<file path="src/rtl/dcs_pkg.sv">
// Package for the descriptor checksum engine: types, tables and polymod helpers.
package dcs_pkg;

  localparam int POLY_W   = 40;
  localparam int SYM_W    = 5;
  localparam int POS_W    = 7;
  localparam int IN_LEN   = 95;
  localparam int CK_LEN   = 32;
  localparam int CHAR_W   = 8;
  localparam int NUM_SYMS = 8;

  localparam logic [POLY_W-1:0] POLY_ONE = 40'd1;

  localparam logic [POLY_W-1:0] GEN [SYM_W] = '{
    40'hf5dee51989, 40'ha9fdca3312, 40'h1bab10e32d,
    40'h3706b1677a, 40'h644d626ffd
  };

  // First character sits in the top byte.
  localparam logic [IN_LEN*CHAR_W-1:0] IN_SET =
    {"0123456789()[],'/*abcdefgh@:$%{}",
     "IJKLMNOPQRSTUVWXYZ&+-.;<=>?!^_|~",
     "ijklmnopqrstuvwxyzABCDEFGH`#\"\\ "};

  localparam logic [CK_LEN*CHAR_W-1:0] CK_ALPHA = "qpzry9x8gf2tvdw0s3jn54khce6mua7l";

  typedef struct packed {
    logic             hit;
    logic [POS_W-1:0] pos;
  } dcs_lookup_t;

  // Snapshot handed from the core to the emitter on a finish item.
  typedef struct packed {
    logic              valid;
    logic              bad;
    logic [POLY_W-1:0] poly;
  } dcs_fin_t;

  function automatic logic [POLY_W-1:0] pm_step(input logic [POLY_W-1:0] acc,
                                                input logic [SYM_W-1:0]  sym);
    logic [POLY_W-1:0] r;
    r = {acc[POLY_W-SYM_W-1:0], {SYM_W{1'b0}}} ^ {{(POLY_W-SYM_W){1'b0}}, sym};
    for (int b = 0; b < SYM_W; b++) begin
      if (acc[POLY_W-SYM_W+b]) r = r ^ GEN[b];
    end
    return r;
  endfunction

  function automatic dcs_lookup_t lookup_pos(input logic [CHAR_W-1:0] code);
    dcs_lookup_t res;
    res = '0;
    for (int i = 0; i < IN_LEN; i++) begin
      if (code == IN_SET[(IN_LEN-1-i)*CHAR_W +: CHAR_W]) begin
        res.hit = 1'b1;
        res.pos = POS_W'(i);
      end
    end
    return res;
  endfunction

  function automatic logic [CHAR_W-1:0] ck_char(input logic [SYM_W-1:0] sym);
    return CK_ALPHA[{~sym, 3'b000} +: CHAR_W];
  endfunction

endpackage

</file>
<file path="src/rtl/dcs_core.sv">
// Character path: lookup, polymod and group packing state, finish snapshot.
module dcs_core (
  input  logic                    clk,
  input  logic                    rst,
  input  logic                    in_valid,
  input  logic                    in_op,
  input  logic [7:0]              in_code,
  input  logic                    fin_ready,
  output logic                    consume,
  output dcs_pkg::dcs_fin_t       fin
);
  import dcs_pkg::*;

  logic [POLY_W-1:0] poly_acc, poly_acc_next;
  logic [SYM_W-1:0]  group_acc, group_acc_next;
  logic [1:0]        group_count, group_count_next;
  logic              bad_char_seen, bad_char_seen_next;

  dcs_lookup_t       lk;
  logic [POLY_W-1:0] p1;
  logic [SYM_W-1:0]  g_new;

  always_comb begin
    lk    = lookup_pos(in_code);
    p1    = pm_step(poly_acc, lk.pos[SYM_W-1:0]);
    g_new = {group_acc[SYM_W-2:0], 1'b0} + group_acc + {3'b000, lk.pos[POS_W-1:SYM_W]};

    consume = in_valid && (!in_op || fin_ready);

    fin.valid = in_valid && in_op && fin_ready;
    fin.bad   = bad_char_seen;
    fin.poly  = (group_count != 2'd0) ? pm_step(poly_acc, group_acc) : poly_acc;

    poly_acc_next      = poly_acc;
    group_acc_next     = group_acc;
    group_count_next   = group_count;
    bad_char_seen_next = bad_char_seen;

    if (consume) begin
      if (in_op) begin
        poly_acc_next      = POLY_ONE;
        group_acc_next     = '0;
        group_count_next   = '0;
        bad_char_seen_next = 1'b0;
      end else if (!lk.hit) begin
        bad_char_seen_next = 1'b1;
      end else if (group_count == 2'd2) begin
        poly_acc_next    = pm_step(p1, g_new);
        group_acc_next   = '0;
        group_count_next = '0;
      end else begin
        poly_acc_next    = p1;
        group_acc_next   = g_new;
        group_count_next = group_count + 2'd1;
      end
    end
  end

  always_ff @(posedge clk) begin
    if (rst) begin
      poly_acc      <= POLY_ONE;
      group_acc     <= '0;
      group_count   <= '0;
      bad_char_seen <= 1'b0;
    end else begin
      poly_acc      <= poly_acc_next;
      group_acc     <= group_acc_next;
      group_count   <= group_count_next;
      bad_char_seen <= bad_char_seen_next;
    end
  end

endmodule

</file>
<file path="src/rtl/dcs_emit.sv">
// Finish path: eight zero steps, then the result items; a bad finish goes straight to one error item.
module dcs_emit (
  input  logic              clk,
  input  logic              rst,
  input  dcs_pkg::dcs_fin_t fin,
  output logic              fin_ready,
  output logic              m_tvalid,
  input  logic              m_tready,
  output logic [7:0]        m_tdata,
  output logic              m_tuser,
  output logic              m_tlast
);
  import dcs_pkg::*;

  typedef enum logic [1:0] {ST_IDLE, ST_CALC, ST_EMIT} state_t;

  state_t            state;
  logic [POLY_W-1:0] c;
  logic              err;
  logic [2:0]        cnt;
  logic              slot_free;
  logic              emit_last;
  logic [POLY_W-1:0] c2;

  assign fin_ready = (state == ST_IDLE);
  assign slot_free = !m_tvalid || m_tready;
  assign emit_last = err || (cnt == 3'(NUM_SYMS - 1));
  assign c2        = pm_step(pm_step(c, '0), '0);

  always_ff @(posedge clk) begin
    if (rst) begin
      state    <= ST_IDLE;
      m_tvalid <= 1'b0;
      cnt      <= '0;
    end else begin
      // in ST_EMIT the output slot is refilled below whenever it drains
      if (m_tready && state != ST_EMIT) m_tvalid <= 1'b0;
      case (state)
        ST_IDLE: begin
          if (fin.valid) begin
            c     <= fin.poly;
            err   <= fin.bad;
            cnt   <= '0;
            state <= fin.bad ? ST_EMIT : ST_CALC;
          end
        end
        ST_CALC: begin
          // two zero steps per cycle, final xor of one on the last pass
          c   <= (cnt == 3'd3) ? (c2 ^ POLY_ONE) : c2;
          cnt <= (cnt == 3'd3) ? 3'd0 : cnt + 3'd1;
          if (cnt == 3'd3) state <= ST_EMIT;
        end
        ST_EMIT: begin
          if (slot_free) begin
            m_tvalid <= 1'b1;
            m_tdata  <= err ? 8'd0 : ck_char(c[POLY_W-1 -: SYM_W]);
            m_tuser  <= err;
            m_tlast  <= emit_last;
            c        <= {c[POLY_W-SYM_W-1:0], {SYM_W{1'b0}}};
            cnt      <= cnt + 3'd1;
            if (emit_last) state <= ST_IDLE;
          end
        end
        default: state <= ST_IDLE;
      endcase
    end
  end

`ifndef SYNTHESIS
  a_err_item: assert property (@(posedge clk) disable iff (rst)
    m_tvalid && m_tuser |-> m_tlast && (m_tdata == 8'd0))
    else $error("error item malformed");
  a_load_busy: assert property (@(posedge clk) disable iff (rst)
    fin.valid |=> state != ST_IDLE)
    else $error("finish snapshot not taken");
  a_hold: assert property (@(posedge clk) disable iff (rst)
    m_tvalid && !m_tready |=> m_tvalid && $stable(m_tdata) && $stable(m_tlast))
    else $error("stalled result changed");
  a_reset: assert property (@(posedge clk) !rst && $past(rst) |-> !m_tvalid)
    else $error("result valid after reset");
`endif

endmodule

</file>
<file path="src/rtl/descriptor_checksum_engine.sv">
// Top level of the descriptor checksum engine: input register, core and emitter.
// Character items: one per cycle unless a finish item waits in the input register; each
//   passes from the input register into the polymod and group state.
// Finish items: loaded from the input register into the emitter once it is idle, then
//   eight zero steps, two per cycle, and eight result items, one per cycle while the
//   output does not stall; a bad finish gives a single error item instead.
// A new finish item waits in the input register until the emitter is idle again.
// Reset (rst, synchronous, active high) returns the polymod to one, clears group and
// error state, and empties the input and output registers.
module descriptor_checksum_engine (
  input  logic       clk,
  input  logic       rst,
  input  logic       s_tvalid,
  output logic       s_tready,
  input  logic [7:0] s_tdata,   // [7:0] char_code
  input  logic       s_tuser,   // [0] op: 0 character, 1 finish
  output logic       m_tvalid,
  input  logic       m_tready,
  output logic [7:0] m_tdata,   // [7:0] checksum_char
  output logic       m_tuser,   // [0] status: 1 invalid character seen
  output logic       m_tlast    // last item of a finish run
);
  import dcs_pkg::*;

  logic       in_valid;
  logic       in_op;
  logic [7:0] in_code;
  logic       consume;
  logic       fin_ready;
  dcs_fin_t   fin;

  // Input register; it refills in the same cycle it drains.
  assign s_tready = !in_valid || consume;

  always_ff @(posedge clk) begin
    if (rst) begin
      in_valid <= 1'b0;
    end else if (s_tready) begin
      in_valid <= s_tvalid;
    end
  end

  always_ff @(posedge clk) begin
    if (s_tready && s_tvalid) begin
      in_op   <= s_tuser;
      in_code <= s_tdata;
    end
  end

  // Character lookup and polymod state.
  dcs_core u_core (
    .clk       (clk),
    .rst       (rst),
    .in_valid  (in_valid),
    .in_op     (in_op),
    .in_code   (in_code),
    .fin_ready (fin_ready),
    .consume   (consume),
    .fin       (fin)
  );

  // Checksum finish and result output register.
  dcs_emit u_emit (
    .clk       (clk),
    .rst       (rst),
    .fin       (fin),
    .fin_ready (fin_ready),
    .m_tvalid  (m_tvalid),
    .m_tready  (m_tready),
    .m_tdata   (m_tdata),
    .m_tuser   (m_tuser),
    .m_tlast   (m_tlast)
  );

endmodule
</file>
<file path="config.mk">
export PLATFORM = sky130hd
export DESIGN_NAME = descriptor_checksum_engine
export DESIGN_NICKNAME = d
export VERILOG_FILES = /design/src/rtl/dcs_pkg.sv /design/src/rtl/dcs_core.sv /design/src/rtl/dcs_emit.sv /design/src/rtl/descriptor_checksum_engine.sv
export SDC_FILE = /design/constraint.sdc
export NUM_CORES = 1
export LEC_CHECK = 0
export BUFFER_PORTS_ARGS = -buffer_cell sky130_fd_sc_hd__buf_2
export CAP_MARGIN = 25
export CORE_MARGIN = 1.5
export CORE_UTILIZATION = 40
export DETAILED_ROUTE_END_ITERATION = 10
export SYNTH_ARGS = -nofsm -noshare
export SYNTH_HDL_FRONTEND = slang
export SYNTH_HIERARCHICAL = 1
export SYNTH_SLANG_ARGS = --single-unit
</file>
<file path="constraint.sdc">
create_clock -name clk -period 8.5 [get_ports clk]
set_input_delay 1.7 -clock clk [delete_from_list [all_inputs] [get_ports clk]]
set_output_delay 1.7 -clock clk [all_outputs]
set_load 0.02 [all_outputs]
</file>
### Word-level counts from Yosys, hierarchy flattened

Index checks and enable logic that the tools add are counted.

| cells by class | value |
|---|---|
| add/sub/neg operators | 4 |
| equality and inequality tests | 106 |
| shift operators | 1 |
| muxes and demuxes | 165 |
| bitwise logic cells | 31 |
| reduce and logical (&&, ||, !) cells | 23 |

Operators with widths:

| operator | number |
|---|---|
| 40-bit 2-to-1 mux | 32 |
| 8-bit 2-to-1 mux | 95 |
| 8-bit by 7-bit == test with 1-bit output (second input constant) | 63 |
| 8-bit by 6-bit == test with 1-bit output (second input constant) | 32 |
| 256-bit by 9-bit indexed part select with 8-bit output (first input constant) | 1 |
| 23-bit inverter | 10 |
| 21-bit inverter | 10 |
| 39-bit 2-to-1 mux | 5 |
| 38-bit 2-to-1 mux | 5 |
| 37-bit 2-to-1 mux | 5 |
| 40-bit one-hot mux with 3 select lines | 1 |
| 40-bit by 5-bit bitwise XOR with 40-bit output | 3 |
| 19-bit inverter | 5 |
| 2-bit 2-to-1 mux | 8 |
| 5-bit 2-to-1 mux | 3 |
| 3-bit 2-to-1 mux | 3 |
| 3-bit one-hot mux with 3 select lines | 1 |
| 3-bit AND reduction | 3 |
| 4-bit AND reduction | 2 |
| 1-bit 2-to-1 mux | 6 |
| 2-bit by 1-bit != test with 1-bit output (second input constant) | 3 |
| 2-bit != test (second input constant) | 3 |
| 2-bit one-hot mux with 3 select lines | 1 |
| 5-bit by 2-bit adder with 5-bit output | 1 |
| other kinds (16) | 29 |

| storage, ports and cells | value |
|---|---|
| bits in registers | 115 |
| input bits | 13 |

### Logic depth before layout (Yosys ltp)

| logic depth | value |
|---|---|
| depth in word-level cells | 137 |
| mapped depth | 17 |
| depth with buffers taken out | 14 |

### Hierarchy

The synthesis kept the hierarchy.

By module, submodules not included:

| module | instances | cells each | area an instance (µm²) |
|---|---|---|---|
| dcs_core | 1 | 744 | 5816.8 |
| dcs_emit | 1 | 409 | 4150.2 |
| descriptor_checksum_engine | 1 | 14 | 325.3 |

### Worst setup path after synthesis

OpenSTA, ideal clock, no wires.

| path | value |
|---|---|
| kind | input -> register |
| from | input port m_tready |
| to | register u_emit.c[0], enable pin |
| library setup time | 437 ps |
| arrival | 3948 ps |
| path slack | 4114 ps |
| stages | 4 |
| path buffers | 0 |
| cells stage by stage | nor2b_1 -> a22o_1 -> or2_2 -> nor2_1 |

| on the way | value |
|---|---|
| word-level cells in the longest chain between the ends | 3 |

Ends and longest elaborated chain:

| item | RTL line | text |
|---|---|---|
| start: declaration | descriptor_checksum_engine.sv:18 | `input logic m_tready,` |
| 1-bit logical OR | dcs_emit.sv:26 | `assign slot_free = !m_tvalid \|\| m_tready;` |
| 2-bit by 1-bit != test with 1-bit output (no source line) | -- |  |
| 4-bit AND reduction (no source line) | -- |  |
| end signal: assignment | dcs_emit.sv:41 | `c <= fin.poly;` |
| end signal: assignment | dcs_emit.sv:49 | `c <= (cnt == 3'd3) ? (c2 ^ POLY_ONE) : c2;` |
| end signal: assignment | dcs_emit.sv:59 | `c <= {c[POLY_W-SYM_W-1:0], {SYM_W{1'b0}}};` |
| end: declaration | dcs_emit.sv:18 | `logic [POLY_W-1:0] c;` |

Every way passes these cells.
A chain may end at the register's enable or synchronous reset.

### Worst setup path in the final report

| path | value |
|---|---|
| from | register in_code[3] |
| to | register u_core.poly_acc[3] |

| on the way | value |
|---|---|
| word-level cells in the longest chain between the ends | 125 |

Ends and longest elaborated chain:

| item | RTL line | text |
|---|---|---|
| start: declaration | descriptor_checksum_engine.sv:27 | `logic [7:0] in_code;` |
| start signal: assignment | descriptor_checksum_engine.sv:46 | `in_code <= s_tdata;` |
| 8-bit by 6-bit == test with 1-bit output | dcs_pkg.sv:53 | `if (code == IN_SET[(IN_LEN-1-i)*CHAR_W +: CHAR_W]) begin` |
| 8-bit 2-to-1 mux (93 in series) | dcs_pkg.sv:53 |  |
| 8-bit 2-to-1 mux * | dcs_pkg.sv:53 |  |
| 5-bit by 2-bit adder with 5-bit output | dcs_core.sv:26 | `g_new = {group_acc[SYM_W-2:0], 1'b0} + group_acc + {3'b000, lk.pos[POS_W-1:SYM_W]};` |
| 40-bit by 5-bit bitwise XOR with 40-bit output | dcs_pkg.sv:42 | `r = {acc[POLY_W-SYM_W-1:0], {SYM_W{1'b0}}} ^ {{(POLY_W-SYM_W){1'b0}}, sym};` |
| 23-bit inverter (no source line) | -- |  |
| 40-bit 2-to-1 mux | dcs_pkg.sv:44 | `if (acc[POLY_W-SYM_W+b]) r = r ^ GEN[b];` |
| 40-bit 2-to-1 mux | dcs_core.sv:47 | `end else if (group_count == 2'd2) begin` |
| [17 not listed] | -- |  |
| 40-bit 2-to-1 mux | dcs_core.sv:45 | `end else if (!lk.hit) begin` |
| 40-bit 2-to-1 mux | dcs_core.sv:40 | `if (in_op) begin` |
| 40-bit 2-to-1 mux | dcs_core.sv:39 | `if (consume) begin` |
| 23-bit inverter (no source line) | -- |  |
| 39-bit 2-to-1 mux | dcs_pkg.sv:44 |  |
| 40-bit 2-to-1 mux | dcs_core.sv:47 |  |
| 40-bit 2-to-1 mux | dcs_core.sv:45 |  |
| 40-bit 2-to-1 mux | dcs_core.sv:40 |  |
| end signal: assignment | dcs_core.sv:66 | `poly_acc <= poly_acc_next;` |
| end: declaration | dcs_core.sv:14 | `logic [POLY_W-1:0] poly_acc, poly_acc_next;` |

Every way passes the cells marked *; elsewhere a longest branch is shown, timed or not. The select of a mux whose other input is x is not followed.

==> run_summary.xml <==
<?xml version="1.0" encoding="UTF-8"?>
<metrics>
  <group name="timing">
    <metric name="rsz0062_at_grt" unit="">no</metric>
    <metric name="timing.final.setup_violations" unit="">0</metric>
    <metric name="timing.final.crit_share" unit="%">56.2</metric>
    <metric name="final.setup.worst_slack" unit="ns">3.72</metric>
    <metric name="slew_violations" unit="">0</metric>
    <metric name="skew" unit="ns">0.00975</metric>
    <metric name="totalNegativeSetupSlack" unit="ns">0</metric>
    <metric name="hold_violations" unit="">0</metric>
    <metric name="maxSlewHeadroom" unit="%">31.9</metric>
    <metric name="tmin_final" unit="ns">4.78</metric>
    <metric name="slew_worst_pin" unit="ns">1.02</metric>
    <metric name="fmaxAchievable" unit="MHz">209</metric>
  </group>
  <group name="clocking">
    <metric name="cts.clk_slew.worst_paths" unit="ns">0.06</metric>
    <metric name="max-clock-path-buffers" unit="">2</metric>
    <metric name="cts_tree" unit="">done</metric>
    <metric name="cts_root_buffer" unit="">clkbuf_16</metric>
    <metric name="clk_latency" unit="ns">0.42</metric>
    <metric name="cts_hold_buffers" unit="">0</metric>
    <metric name="cts-buffers-inserted" unit="">17</metric>
    <metric name="clock-sinks" unit="">114</metric>
    <metric name="cts.repair.resized" unit="">0</metric>
    <metric name="htree_num_levels" unit="">4</metric>
    <metric name="postCtsSetupBuffers" unit="">0</metric>
  </group>
  <group name="floorplan">
    <metric name="die-height" unit="um">163</metric>
    <metric name="initial_core_util" unit="%">40.9</metric>
    <metric name="floorplan.core_area" unit="sq um">25200</metric>
    <metric name="dieArea" unit="sq um">26700</metric>
    <metric name="io_pins" unit="">25</metric>
    <metric name="fp-row-count" unit="">58</metric>
    <metric name="floorplan.die.width" unit="um">163</metric>
  </group>
  <group name="global_route">
    <metric name="groute.usage.overall" unit="%">23.3</metric>
    <metric name="grt_max_degree" unit="">66</metric>
    <metric name="grt_first_pass_wirelength" unit="um">47900</metric>
    <metric name="antenna_found_initial" unit="">0</metric>
    <metric name="grt_pass1_vias" unit="">8182</metric>
    <metric name="global_route.overflow_total" unit="">0</metric>
  </group>
  <group name="finish">
    <metric name="finalNetCount" unit="">1162</metric>
    <metric name="areaGrowthSynthToFinish" unit="%">8.01</metric>
    <metric name="final-seq-area" unit="sq um">2870</metric>
    <metric name="multi_input_area" unit="sq um">6820</metric>
    <metric name="num-fill-cells" unit="">2445</metric>
    <metric name="drive_gt1_share" unit="%">11.8</metric>
    <metric name="antenna_cells" unit="">0</metric>
  </group>
  <group name="logic_synthesis">
    <metric name="synth_edf_count" unit="">59</metric>
    <metric name="ys_types" unit="">90</metric>
    <metric name="synth_flop_cell" unit="">edfxtp_1</metric>
    <metric name="synth.cell_area" unit="sq um">10300</metric>
    <metric name="yosys_warnings" unit="">6</metric>
    <metric name="synthesis.instances" unit="">1167</metric>
    <metric name="synth_commonest_cells" unit="">168 x xnor2_1, 101 x a21oi_1, 87 x nand2_1</metric>
    <metric name="mappedNetlistNets" unit="">1197</metric>
    <metric name="synth.ff_latch_count" unit="">114</metric>
    <metric name="synth-seq-area-share" unit="%">27.9</metric>
    <metric name="netlist.top_cell.by_area" unit="">edfxtp_1</metric>
    <metric name="synthesis.area_per_instance" unit="sq um">8.82</metric>
    <metric name="synth_top_cell_area_share" unit="%">17.2</metric>
    <metric name="synth_area_leaders" unit="">edfxtp_1 17%, xnor2_1 14%, dfxtp_1 11%</metric>
    <metric name="synth_most_common_cell" unit="">xnor2_1</metric>
    <metric name="asyncSetResetFlopFracSynth" unit="%">0</metric>
  </group>
  <group name="pwr">
    <metric name="cellLeakagePower" unit="nW">3.82</metric>
    <metric name="vdd_ir_drop_max" unit="V">0.000245</metric>
    <metric name="power_density" unit="nW/um^2">275</metric>
  </group>
  <group name="drt">
    <metric name="remaining_drc_errors" unit="">0</metric>
    <metric name="wl" unit="um">29800</metric>
    <metric name="final_antenna_net_count" unit="">0</metric>
    <metric name="wl_per_cell" unit="um">20.2</metric>
    <metric name="via_count" unit="">8395</metric>
    <metric name="first_iter_violations" unit="">992</metric>
    <metric name="via_per_inst" unit="">5.69</metric>
    <metric name="detailedRoute.firstPassIterationCount" unit="">6</metric>
  </group>
  <group name="min_path">
    <metric name="worstHoldStart" unit="">u_emit/cnt[1]$_SDFFE_PP0P_</metric>
    <metric name="hold_depth" unit="">2</metric>
    <metric name="hp-class" unit="">register to register</metric>
    <metric name="min_to" unit="">u_emit/cnt[1]$_SDFFE_PP0P_</metric>
  </group>
  <group name="critical_path">
    <metric name="worstPathArrival" unit="ns">5.08</metric>
    <metric name="timing.critical_path.required" unit="ns">8.80</metric>
    <metric name="reg2reg_from" unit="">in_code[3]$_DFFE_PP_</metric>
    <metric name="setup.worst_path.start_class" unit="">register</metric>
    <metric name="crit_path_start" unit="">in_code[3]$_DFFE_PP_</metric>
    <metric name="critPathKind" unit="">register to register</metric>
    <metric name="endpoint_kind" unit="">register</metric>
    <metric name="flop2flop_setup_slack" unit="ns">3.72</metric>
    <metric name="r2r-end" unit="">u_core/poly_acc[3]$_SDFFE_PP0P_</metric>
    <metric name="crit_path_max_fanout" unit="">24</metric>
    <metric name="worstRegToRegCells" unit="">15</metric>
  </group>
  <group name="place">
    <metric name="pre_cts_setup_slack" unit="ns">3.78</metric>
    <metric name="numPortBuffers" unit="">23</metric>
    <metric name="routabilityCongestion" unit="">0.913</metric>
    <metric name="dp.final_hpwl" unit="um">20500</metric>
  </group>
  <group name="status">
    <metric name="status" unit="">finished, final reports clean</metric>
  </group>
  <group name="job">
    <metric name="drv_cap" unit="">0</metric>
  </group>
</metrics>
[layer usage]
metal	routed length, um	global-route usage (%)	up-vias
met5	0	0	-
met4	742	7.92	0
met3	1930	3.66	61
met2	13300	35.6	334
met1	13900	33.3	3968
li1	-	-	4032
[stage by stage]
| step | util, % | power [mW] | hold WS, ns | std cells | instance area (sq um) |
|---|---|---|---|---|---|
| final | 44.1 | 3.05 | 0.469 | 1475 | 11100 |
| after global placement | 41.6 | 2.32 | 0.448 | 1439 | 10500 |
| after floorplan | - | 2.03 | 0.436 | 1167 | 10300 |
| after detailed placement | 41.7 | 2.32 | 0.461 | 1441 | 10500 |
| after global routing | 44.1 | 3.24 | 0.506 | 1475 | 11100 |
| after CTS | 44.0 | 3.06 | 0.470 | 1473 | 11100 |
[flip-flops by register name, summed over array words and instances (netlist names), 2 cells and up]
| name | count |
|---|---|
| u_core/group_acc | 5 |
| u_core/poly_acc | 40 |
| u_emit/cnt | 3 |
| u_emit/m_tdata | 7 |
| u_emit/state | 2 |
| u_core/group_count | 2 |
| in_code | 8 |
| u_emit/c | 40 |
[worst max path at each step]
stage / endpoint / slack, ns / cells after the start
2_1_floorplan: u_emit/c[0]$_DFFE_PP_ / 4.11 / 4
3_3_place_gp: u_core/poly_acc[3]$_SDFFE_PP0P_ / 3.77 / 15
3_5_place_dp: u_core/poly_acc[3]$_SDFFE_PP0P_ / 3.78 / 15
4_1_cts: u_core/poly_acc[3]$_SDFFE_PP0P_ / 3.76 / 15
5_1_grt: u_core/poly_acc[3]$_SDFFE_PP0P_ / 3.41 / 15
6_report: u_core/poly_acc[3]$_SDFFE_PP0P_ / 3.72 / 15
[cells by family after synthesis]
family                   Yosys count  share of synthesized area [%]
flip-flops                       114                           27.9
AO/OA/AOI/OAI                    311                           19.4
multiplexers                       4                          0.413
XOR/XNOR                         269                           27.8
adder cells (fa/ha/maj)           17                           2.21
buffers and inverters            128                           6.11
AND/OR/NAND/NOR                  323                           16.1
other                              1                         0.0364
[layout make-up]
class                      count  area share, %
multi-input combinational    925           61.3
inverter                      28          0.945
clock inverter                14           1.37
clock buffer                  18           3.95
timing repair buffer          46           2.86
tap                          330           3.71
sequential                   114           25.8
[critical path, cell delays in order, from the launching register on]
cell and delay (ns):
edfxtp_1 0.77, buf_4 0.37, nand2b_1 0.30, o22ai_1 0.20, a221oi_1 0.44, o311ai_0 0.35, a211o_1 0.33, fa_1 0.44
ha_1 0.23, fa_1 0.43, xnor2_1 0.26, xnor2_1 0.17, xnor2_1 0.14, nand2_1 0.07, o21ai_0 0.08, o2bb2ai_1 0.08
[where the power goes]
group	internal, mW	switching [mW]
clock network	0.443	0.289
registers	0.713	0.115
logic	0.642	0.852
[layout by cell type, fill, tap and decap left out, types with 6 or more instances in the layout]
cell type,synthesis,final
a21oi_1,101,101
a211oi_1,7,7
buf_4,13,20
nand3b_1,16,16
nor4_1,6,6
o2111ai_1,6,6
nor2b_1,28,27
o22ai_1,13,13
edfxtp_1,59,59
nor3_1,25,25
nor2_1,75,73
xor2_1,64,64
o21ai_0,67,67
xor2_4,8,8
xor2_2,6,6
o2bb2ai_1,9,9
a22o_1,22,22
buf_2,25,24
a22oi_1,19,19
o21ai_1,9,9
dfxtp_1,55,55
nand2b_1,15,15
nand2_1,87,87
xnor2_2,9,9
inv_1,28,28
clkbuf_16,0,17
nand4_1,7,7
nand3_1,21,21
xnor2_4,8,8
ha_1,15,14
xnor2_1,168,168
(Power assumes the default switching activity.)
